`config.mk`:
```
export PLATFORM = sky130hd
export DESIGN_NAME = three_axis_fir_lowpass_core_flat
export DESIGN_NICKNAME = d
export VERILOG_FILES = /design/src/hdl/tafl_pkg.sv /design/src/hdl/tafl_in_if.sv /design/src/hdl/tafl_out_if.sv /design/src/hdl/three_axis_fir_lowpass_core.sv /design/src/hdl/tafl_mac.sv /design/src/flat_wrapper.sv
export VERILOG_INCLUDE_DIRS = /design/src /design/src/hdl
export SDC_FILE = /design/constraint.sdc
export NUM_CORES = 2
export LEC_CHECK = 0
export ABC_AREA = 1
export BUFFER_PORTS_ARGS = -buffer_cell sky130_fd_sc_hd__buf_2
export CAP_MARGIN = 20
export CORE_AREA = 5 5 546 548
export DETAILED_ROUTE_END_ITERATION = 16
export DIE_AREA = 0 0 551 553
export GPL_TIMING_DRIVEN = 0
export PLACE_DENSITY = 0.38
export SYNTH_ARGS = -nofsm -noshare
export SYNTH_HDL_FRONTEND = slang
export SYNTH_HIERARCHICAL = 1
export SYNTH_SLANG_ARGS = --single-unit
export TNS_END_PERCENT = 100
```
`constraint.sdc`:
```
create_clock -name clk -period 9.6 [get_ports clk]
set_input_delay 0.48 -clock clk [delete_from_list [all_inputs] [get_ports clk]]
set_output_delay 0.48 -clock clk [all_outputs]
set_load 0.01 [all_outputs]
```
`src/hdl/assert_macros.svh`:
```
// Assertion macros shared by the filter RTL.
`ifndef ASSERT_MACROS_SVH
`define ASSERT_MACROS_SVH

// Property checked on every rising clock edge, ignored while reset is asserted.
`define ASSERT_CLK(label, prop, msg) \
	label: assert property (@(posedge clk) disable iff (!arst_n) prop) \
		else $error(msg);

// Condition that must never hold on a rising clock edge outside reset.
`define ASSERT_NEVER(label, cond, msg) \
	`ASSERT_CLK(label, !(cond), msg)

`endif

```
`src/hdl/tafl_pkg.sv`:
```
// Package with constants, coefficient table and shared types of the low-pass filter.
`default_nettype none

package tafl_pkg;

	localparam int AXES            = 3;
	localparam int TAPS_DEF        = 20;
	localparam int FRAC_BITS_DEF   = 23;
	localparam int SAMPLE_BITS_DEF = 10;

	localparam int WEIGHT_COUNT = 20;
	localparam int WEIGHT_BITS  = 22;
	localparam int WIDX_BITS    = $clog2(WEIGHT_COUNT);

	localparam int OUT_BITS = 11;
	localparam int OUT_MAX  = 1023;
	localparam int OUT_MIN  = -1024;

	// Symmetric Q23 low-pass weights, tap 0 applies to the newest sample.
	localparam logic signed [WEIGHT_BITS-1:0] LP_WEIGHT [WEIGHT_COUNT] = '{
		22'sd0,        -22'sd17803,  -22'sd53061,  -22'sd97407,  -22'sd103638,
		22'sd0,        22'sd266544,  22'sd683134,  22'sd1153381, 22'sd1527779,
		22'sd1670749,  22'sd1527779, 22'sd1153381, 22'sd683134,  22'sd266544,
		22'sd0,        -22'sd103638, -22'sd97407,  -22'sd53061,  -22'sd17803
	};

	// Weight of tap k; taps past the end of the table weigh zero.
	function automatic logic signed [WEIGHT_BITS-1:0] tap_weight(input int k);
		logic signed [WEIGHT_BITS-1:0] w;
		w = '0;
		if (k >= 0 && k < WEIGHT_COUNT) begin
			w = LP_WEIGHT[k[WIDX_BITS-1:0]];
		end
		return w;
	endfunction

	// Control from the sequencer to each multiply-accumulate lane.
	typedef struct packed {
		logic mac_valid;
		logic first;
		logic last;
		logic load;
	} tafl_ctl_t;

endpackage

`default_nettype wire

```
`src/hdl/tafl_in_if.sv`:
```
// Input channel carrying one sample word for all three axes.
`default_nettype none

interface tafl_in_if import tafl_pkg::*; #(
	parameter int SAMPLE_BITS = SAMPLE_BITS_DEF
) ();

	logic                          valid;
	logic                          ready;
	logic signed [SAMPLE_BITS-1:0] x_sample;
	logic signed [SAMPLE_BITS-1:0] y_sample;
	logic signed [SAMPLE_BITS-1:0] z_sample;

	modport source (output valid, output x_sample, output y_sample, output z_sample,
		input ready);
	modport sink (input valid, input x_sample, input y_sample, input z_sample,
		output ready);

endinterface

`default_nettype wire

```
`src/hdl/tafl_out_if.sv`:
```
// Output channel carrying one filtered word for all three axes.
`default_nettype none

interface tafl_out_if import tafl_pkg::*; ();

	logic                       valid;
	logic                       ready;
	logic signed [OUT_BITS-1:0] x_filtered;
	logic signed [OUT_BITS-1:0] y_filtered;
	logic signed [OUT_BITS-1:0] z_filtered;

	modport source (output valid, output x_filtered, output y_filtered,
		output z_filtered, input ready);
	modport sink (input valid, input x_filtered, input y_filtered, input z_filtered,
		output ready);

endinterface

`default_nettype wire

```
`src/hdl/three_axis_fir_lowpass_core.sv`:
```
// Three-axis low-pass FIR core: per-axis rotating delay line and one shared MAC lane per axis.
// Each accepted sample word passes the tap walk, product register, accumulator and output register.
// Throughput is set by the single multiply-accumulate per axis: a new word waits for the last load.
// A finished word waits in the output register while the next sample word is taken.
// Reset clears the delay lines to zero, the sequencer to idle and the output valid flag.
`default_nettype none
`include "assert_macros.svh"

module three_axis_fir_lowpass_core import tafl_pkg::*; #(
	parameter int TAPS        = TAPS_DEF,
	parameter int FRAC_BITS   = FRAC_BITS_DEF,
	parameter int SAMPLE_BITS = SAMPLE_BITS_DEF
) (
	input  logic       clk,
	input  logic       arst_n,
	tafl_in_if.sink    samples,
	tafl_out_if.source filtered
);

	localparam int K_W = $clog2(TAPS);
	localparam logic [K_W-1:0] K_LAST = K_W'(TAPS - 1);

	typedef enum logic [1:0] {
		ST_IDLE,
		ST_WALK,
		ST_WAIT
	} state_t;

	state_t                        state_q;
	logic [K_W-1:0]                k_q;
	logic                          out_valid_q;
	logic                          accept;
	logic                          walking;
	tafl_ctl_t                     ctl;
	logic signed [WEIGHT_BITS-1:0] wgt;
	logic signed [SAMPLE_BITS-1:0] smp_in [AXES];
	logic signed [SAMPLE_BITS-1:0] hist_q [AXES][TAPS];
	logic                          fin    [AXES];
	logic signed [OUT_BITS-1:0]    filt   [AXES];

	// The core takes a new sample word only while the sequencer is idle.
	assign samples.ready = (state_q == ST_IDLE);
	assign accept        = samples.valid && samples.ready;
	assign walking       = (state_q == ST_WALK);

	assign smp_in[0] = samples.x_sample;
	assign smp_in[1] = samples.y_sample;
	assign smp_in[2] = samples.z_sample;

	// Entry k of each delay line holds the sample k words old, the current
	// word sitting at entry 0 once it is accepted. During the walk the line
	// rotates by one entry per cycle so the lane always reads entry 0; after
	// TAPS rotations every sample is back at its place. The oldest entry falls
	// off the end when the next word is shifted in.
	always_ff @(posedge clk or negedge arst_n) begin
		if (!arst_n) begin
			for (int a = 0; a < AXES; a++) begin
				for (int i = 0; i < TAPS; i++) begin
					hist_q[a][i] <= '0;
				end
			end
		end else if (accept) begin
			for (int a = 0; a < AXES; a++) begin
				hist_q[a][0] <= smp_in[a];
				for (int i = 1; i < TAPS; i++) begin
					hist_q[a][i] <= hist_q[a][i-1];
				end
			end
		end else if (walking) begin
			for (int a = 0; a < AXES; a++) begin
				for (int i = 0; i < TAPS - 1; i++) begin
					hist_q[a][i] <= hist_q[a][i+1];
				end
				hist_q[a][TAPS-1] <= hist_q[a][0];
			end
		end
	end

	// Sequencer: walk the taps, wait for the lanes to finish their sums, then
	// load the scaled results into the output register as soon as the
	// previous word there has been taken.
	always_ff @(posedge clk or negedge arst_n) begin
		if (!arst_n) begin
			state_q     <= ST_IDLE;
			k_q         <= '0;
			out_valid_q <= 1'b0;
		end else begin
			if (ctl.load) begin
				out_valid_q <= 1'b1;
			end else if (filtered.ready) begin
				out_valid_q <= 1'b0;
			end
			unique case (state_q)
				ST_IDLE: begin
					if (accept) begin
						state_q <= ST_WALK;
						k_q     <= '0;
					end
				end
				ST_WALK: begin
					if (k_q == K_LAST) begin
						state_q <= ST_WAIT;
						k_q     <= '0;
					end else begin
						k_q <= k_q + 1'b1;
					end
				end
				ST_WAIT: begin
					if (ctl.load) begin
						state_q <= ST_IDLE;
					end
				end
				default: begin
					state_q <= ST_IDLE;
				end
			endcase
		end
	end

	assign wgt           = tap_weight(int'(k_q));
	assign ctl.mac_valid = walking;
	assign ctl.first     = (k_q == '0);
	assign ctl.last      = (k_q == K_LAST);
	assign ctl.load      = (state_q == ST_WAIT) && fin[0] && (!out_valid_q || filtered.ready);

	for (genvar a = 0; a < AXES; a++) begin : g_lane
		tafl_mac #(
			.SAMPLE_BITS (SAMPLE_BITS),
			.FRAC_BITS   (FRAC_BITS)
		) u_mac (
			.clk    (clk),
			.arst_n (arst_n),
			.ctl    (ctl),
			.smp    (hist_q[a][0]),
			.wgt    (wgt),
			.fin    (fin[a]),
			.filt   (filt[a])
		);
	end

	assign filtered.valid      = out_valid_q;
	assign filtered.x_filtered = filt[0];
	assign filtered.y_filtered = filt[1];
	assign filtered.z_filtered = filt[2];

	`ASSERT_CLK(a_walk_ends, (walking && k_q == K_LAST) |=> (state_q == ST_WAIT), "walk overran")
	`ASSERT_CLK(a_lanes_agree, (fin[0] == fin[1]) && (fin[1] == fin[2]), "lanes out of step")
	`ASSERT_CLK(a_cnt_home, !walking |-> (k_q == '0), "tap counter not home outside walk")

endmodule

`default_nettype wire

```
`src/hdl/tafl_mac.sv`:
```
// One axis lane: registered multiply, accumulate, then scale and saturate.
`default_nettype none
`include "assert_macros.svh"

module tafl_mac import tafl_pkg::*; #(
	parameter int SAMPLE_BITS = SAMPLE_BITS_DEF,
	parameter int FRAC_BITS   = FRAC_BITS_DEF
) (
	input  logic                          clk,
	input  logic                          arst_n,
	input  tafl_ctl_t                     ctl,
	input  logic signed [SAMPLE_BITS-1:0] smp,
	input  logic signed [WEIGHT_BITS-1:0] wgt,
	output logic                          fin,
	output logic signed [OUT_BITS-1:0]    filt
);

	localparam int PROD_W = SAMPLE_BITS + WEIGHT_BITS;
	localparam int ACC_W  = PROD_W + WIDX_BITS;
	localparam logic signed [ACC_W-1:0] BIAS =
		{{(ACC_W-FRAC_BITS){1'b0}}, {FRAC_BITS{1'b1}}};
	localparam logic signed [ACC_W-1:0] Q_MAX = ACC_W'(OUT_MAX);
	localparam logic signed [ACC_W-1:0] Q_MIN = ACC_W'(OUT_MIN);

	logic signed [PROD_W-1:0]   prod_s1;
	logic                       v_s1;
	logic                       first_s1;
	logic                       last_s1;
	logic signed [ACC_W-1:0]    acc_q;
	logic                       fin_q;
	logic signed [OUT_BITS-1:0] filt_q;
	logic signed [ACC_W-1:0]    quot;

	always_ff @(posedge clk or negedge arst_n) begin
		if (!arst_n) begin
			v_s1     <= 1'b0;
			first_s1 <= 1'b0;
			last_s1  <= 1'b0;
			fin_q    <= 1'b0;
		end else begin
			v_s1     <= ctl.mac_valid;
			first_s1 <= ctl.first;
			last_s1  <= ctl.last;
			if (ctl.load) begin
				fin_q <= 1'b0;
			end else if (v_s1 && last_s1) begin
				fin_q <= 1'b1;
			end
		end
	end

	always_ff @(posedge clk) begin
		if (ctl.mac_valid) begin
			prod_s1 <= smp * wgt;
		end
		if (v_s1) begin
			acc_q <= (first_s1 ? '0 : acc_q) + ACC_W'(prod_s1);
		end
		if (ctl.load) begin
			if (quot > Q_MAX) begin
				filt_q <= OUT_BITS'(Q_MAX);
			end else if (quot < Q_MIN) begin
				filt_q <= OUT_BITS'(Q_MIN);
			end else begin
				filt_q <= OUT_BITS'(quot);
			end
		end
	end

	// Division by a power of two truncating toward zero: bias negatives first.
	always_comb begin
		quot = $signed(acc_q + (acc_q[ACC_W-1] ? BIAS : '0)) >>> FRAC_BITS;
	end

	assign fin  = fin_q;
	assign filt = filt_q;

	`ASSERT_CLK(a_load_final, ctl.load |-> fin_q, "lane result loaded before it was final")
	`ASSERT_CLK(a_fin_after_last, (v_s1 && last_s1) |=> fin_q, "last product did not finish sum")
	`ASSERT_NEVER(a_walk_over_result, ctl.mac_valid && fin_q, "new walk over an unloaded sum")

endmodule

`default_nettype wire
```
`src/flat_wrapper.sv`:
```
// flat-port wrapper written by rule: the top's interface ports become plain ports
module three_axis_fir_lowpass_core_flat import tafl_pkg::*;
#(
	parameter int TAPS        = TAPS_DEF,
	parameter int FRAC_BITS   = FRAC_BITS_DEF,
	parameter int SAMPLE_BITS = SAMPLE_BITS_DEF
)
  (clk, arst_n, samples_valid, samples_x_sample, samples_y_sample, samples_z_sample, samples_ready, filtered_valid, filtered_x_filtered, filtered_y_filtered, filtered_z_filtered, filtered_ready);
  tafl_in_if #(.SAMPLE_BITS(SAMPLE_BITS)) samples_i ();
  tafl_out_if filtered_i ();
  input  logic clk;
  input  logic arst_n;
  input wire logic [$bits(samples_i.valid)-1:0] samples_valid;
  input wire logic [$bits(samples_i.x_sample)-1:0] samples_x_sample;
  input wire logic [$bits(samples_i.y_sample)-1:0] samples_y_sample;
  input wire logic [$bits(samples_i.z_sample)-1:0] samples_z_sample;
  output wire logic [$bits(samples_i.ready)-1:0] samples_ready;
  output wire logic [$bits(filtered_i.valid)-1:0] filtered_valid;
  output wire logic [$bits(filtered_i.x_filtered)-1:0] filtered_x_filtered;
  output wire logic [$bits(filtered_i.y_filtered)-1:0] filtered_y_filtered;
  output wire logic [$bits(filtered_i.z_filtered)-1:0] filtered_z_filtered;
  input wire logic [$bits(filtered_i.ready)-1:0] filtered_ready;
  assign samples_i.valid = samples_valid;
  assign samples_i.x_sample = samples_x_sample;
  assign samples_i.y_sample = samples_y_sample;
  assign samples_i.z_sample = samples_z_sample;
  assign samples_ready = samples_i.ready;
  assign filtered_valid = filtered_i.valid;
  assign filtered_x_filtered = filtered_i.x_filtered;
  assign filtered_y_filtered = filtered_i.y_filtered;
  assign filtered_z_filtered = filtered_i.z_filtered;
  assign filtered_i.ready = filtered_ready;
  three_axis_fir_lowpass_core #(.TAPS(TAPS), .FRAC_BITS(FRAC_BITS), .SAMPLE_BITS(SAMPLE_BITS)) u_core (.clk(clk), .arst_n(arst_n), .samples(samples_i), .filtered(filtered_i));
endmodule
```
==> metrics.csv <==
stage,metric,value,unit
synthesis,Synth Area per Inst,7.51,um^2
place,pre-CTS setup slack,1860,ps
clocking,clock sinks,856,
timing,final hold violation count,0,
global_route,GRT Residual Overflow,0,
floorplanning,Initial Util,24.8,%
floorplanning,Die H,553,um
clocking,clk_lat worst skew,860,ps
clocking,post-CTS sizing,0,
setup_path,CP bufs+invs,7,
floorplanning,core area,0.293,mm^2
timing,Final Critical Period,7850,ps
timing,Final Max Tran Viols,0,
setup_path,slowest CP cell,a21oi_1,
drt,post-route ant nets,0,
setup_path,endpoint class of the critical path,flop,
global_route,vias in the first global route,65015,
clocking,CTS tree,built,
setup_path,critical path launch point type,flop,
setup_path,worst-path maximum fanout,10,
clocking,H-tree levels,3,
drt,Avg WL per Cell,17.2,um
drt,drt drc,0,
place,input/output buffers,68,
timing,final worst path period share,81.7,%
clocking,clk buf depth,4,
clocking,Post-CTS Setup Bufs,0,
clocking,total CTS buffers,115,
flow_run,max cap viols,0,
global_route,global-route wire length before repair,378,mm
setup_path,"Data arrival, critical path",8380,ps
timing,setup violators final,0,
setup_path,"delay-heaviest family, CP",adder cells,
synthesis,Mapped Nets,10668,
floorplanning,Rows,199,
synthesis,Syn. warnings,6,
timing,clk_skew,97.1,ps
outcome,status,finished clean,
drt,DRT Wirelength,240,mm
synthesis,mapped cell area,0.0726,mm^2
finish,Finished Layout Cells,13913,
global_route,pin count of the biggest net entering global routing,87,
hold_path,type of the worst min-delay path,in -> async,
finish,share of cells above drive strength 1,5.06,%
timing,Max Freq,127,MHz
floorplanning,die area,0.305,mm^2
drt,post-DR vias/cell,4.44,
timing,Least-Margin Pin Slew,1050,ps
clocking,clk slew on worst S/H paths,60,ps
floorplanning,I/O Pins,69,
timing,RSZ-0062 raised after global routing,no,
global_route,total track usage,15.6,%
timing,Relative slew margins,29.7,%
setup_path,CP Data Required Time,10130,ps
setup_path,cell mode on critical path,nand2_1,
finish,Fillers,32045,
finish,Layout area overhead,13.2,%
timing,Final WS setup,1750,ps
setup_path,crit-path max cell delay,570,ps
clocking,clk root buf,clkbuf_16,
place,Final HPWL DP,190,mm
setup_path,kind of critical path,reg -> reg,
drt,DRT iter0 DRCs,3732,
drt,DR vias,61831,
synthesis,Post-Synthesis Cells,9669,
floorplanning,die width,551,um
place,Placed Cells,13670,
finish,Nets,10899,
place,gpl congestion,0.867,
drt,router iterations before antenna repair,6,
global_route,initial antenna violation count,9,
-- per-layer routing --
layer / global-route usage [%] / part of all wire (%)
met5: 0 / 0
met1: 21.7 / 48
met3: 1.40 / 3.0
met4: 3.92 / 2.5
met2: 26.0 / 47
-- stage by stage --
| stage | hold WS (ps) | cell area [um^2] | utilization (%) | TNS (ps) |
|---|---|---|---|---|
| 6_report | 163 | 82200 | 28.1 | 0 |
| 5_1_grt | 174 | 82200 | 28.1 | 0 |
| 4_1_cts | 104 | 82200 | 28.1 | 0 |
| 3_5_place_dp | 465 | 78200 | 26.7 | 0 |
| 3_3_place_gp | 461 | 77900 | 26.6 | -4195260 |
| 2_1_floorplan | 184 | 72600 | - | 0 |
-- cells in the final DEF (no fill, tap or decap), drive strengths merged, types with 29 or more instances in the layout --
| cell | instances |
|---|---|
| a21o | 33 |
| a21oi | 309 |
| buf | 232 |
| clkbuf | 403 |
| clkinv | 29 |
| dfrtp | 616 |
| dlygate4sd3 | 32 |
| edfxtp | 240 |
| fa | 564 |
| ha | 401 |
| inv | 1618 |
| nand2 | 3337 |
| nand3 | 413 |
| nand4 | 47 |
| nor2 | 541 |
| nor3 | 37 |
| o21ai | 756 |
| o21bai | 33 |
| xnor2 | 57 |
| xor2 | 140 |
-- path summary, 6_finish.rpt --
path                                                      from  slack, ps                                      endpoint  cells past startpoint
worst max register to register       u_core/k_q[0]$_DFFE_PN0P_       1750  u_core/g_lane[0].u_mac/prod_s1[28]$_DFFE_PP_                     28
worst min register to register  u_core/hist_q[476]$_DFFE_PN0P_        470                u_core/hist_q[486]$_DFFE_PN0P_                      2
worst min-delay path                                    arst_n        160                u_core/hist_q[207]$_DFFE_PN0P_                      2
max in group asynchronous                               arst_n       7770             u_core/filtered.valid$_DFFE_PN0P_                      5
min in group clk                                 samples_valid        380                 u_core/state_q[0]$_DFFE_PN0P_                      4
worst max-delay path                 u_core/k_q[0]$_DFFE_PN0P_       1750  u_core/g_lane[0].u_mac/prod_s1[28]$_DFFE_PP_                     28
-- area by class of cell --
| type | instances | area [um^2] | area share (%) |
|---|---|---|---|
| inverters | 1616 | 6070 | 7.38 |
| repair buffers | 114 | 995 | 1.21 |
| plain buffers | 387 | 1720 | 2.09 |
| multi-input cells | 6810 | 42200 | 51.4 |
| well taps | 3919 | 4900 | 5.96 |
| flip-flops and latches | 856 | 22600 | 27.5 |
| diodes | 4 | 10.0 | 0.0122 |
| clock inverters | 41 | 417 | 0.507 |
| clock buffers | 166 | 3270 | 3.98 |
-- state kept, by name (all words and copies together), names as in the netlist --
name	count
u_core/k_q	5
u_core/g_lane.u_mac/first_s1	3
u_core/g_lane.u_mac/prod_s1	96
u_core/g_lane.u_mac/filt	33
u_core/filtered.valid	1
u_core/hist_q	600
u_core/state_q	2
u_core/g_lane.u_mac/v_s1	3
u_core/g_lane.u_mac/acc_q	111
u_core/g_lane.u_mac/last_s1	1
u_core/g_lane.u_mac/fin	1
-- what timing repair did --
item | in CTS | in global routing
setup endpoints to repair | 0 | 0
hold endpoints to repair | 109 | 0
hold buffers | 32 | 0
Power is left out: the tool's default activity adds up to more than one toggle a clock period on the data nets, which glitch-free logic cannot reach.
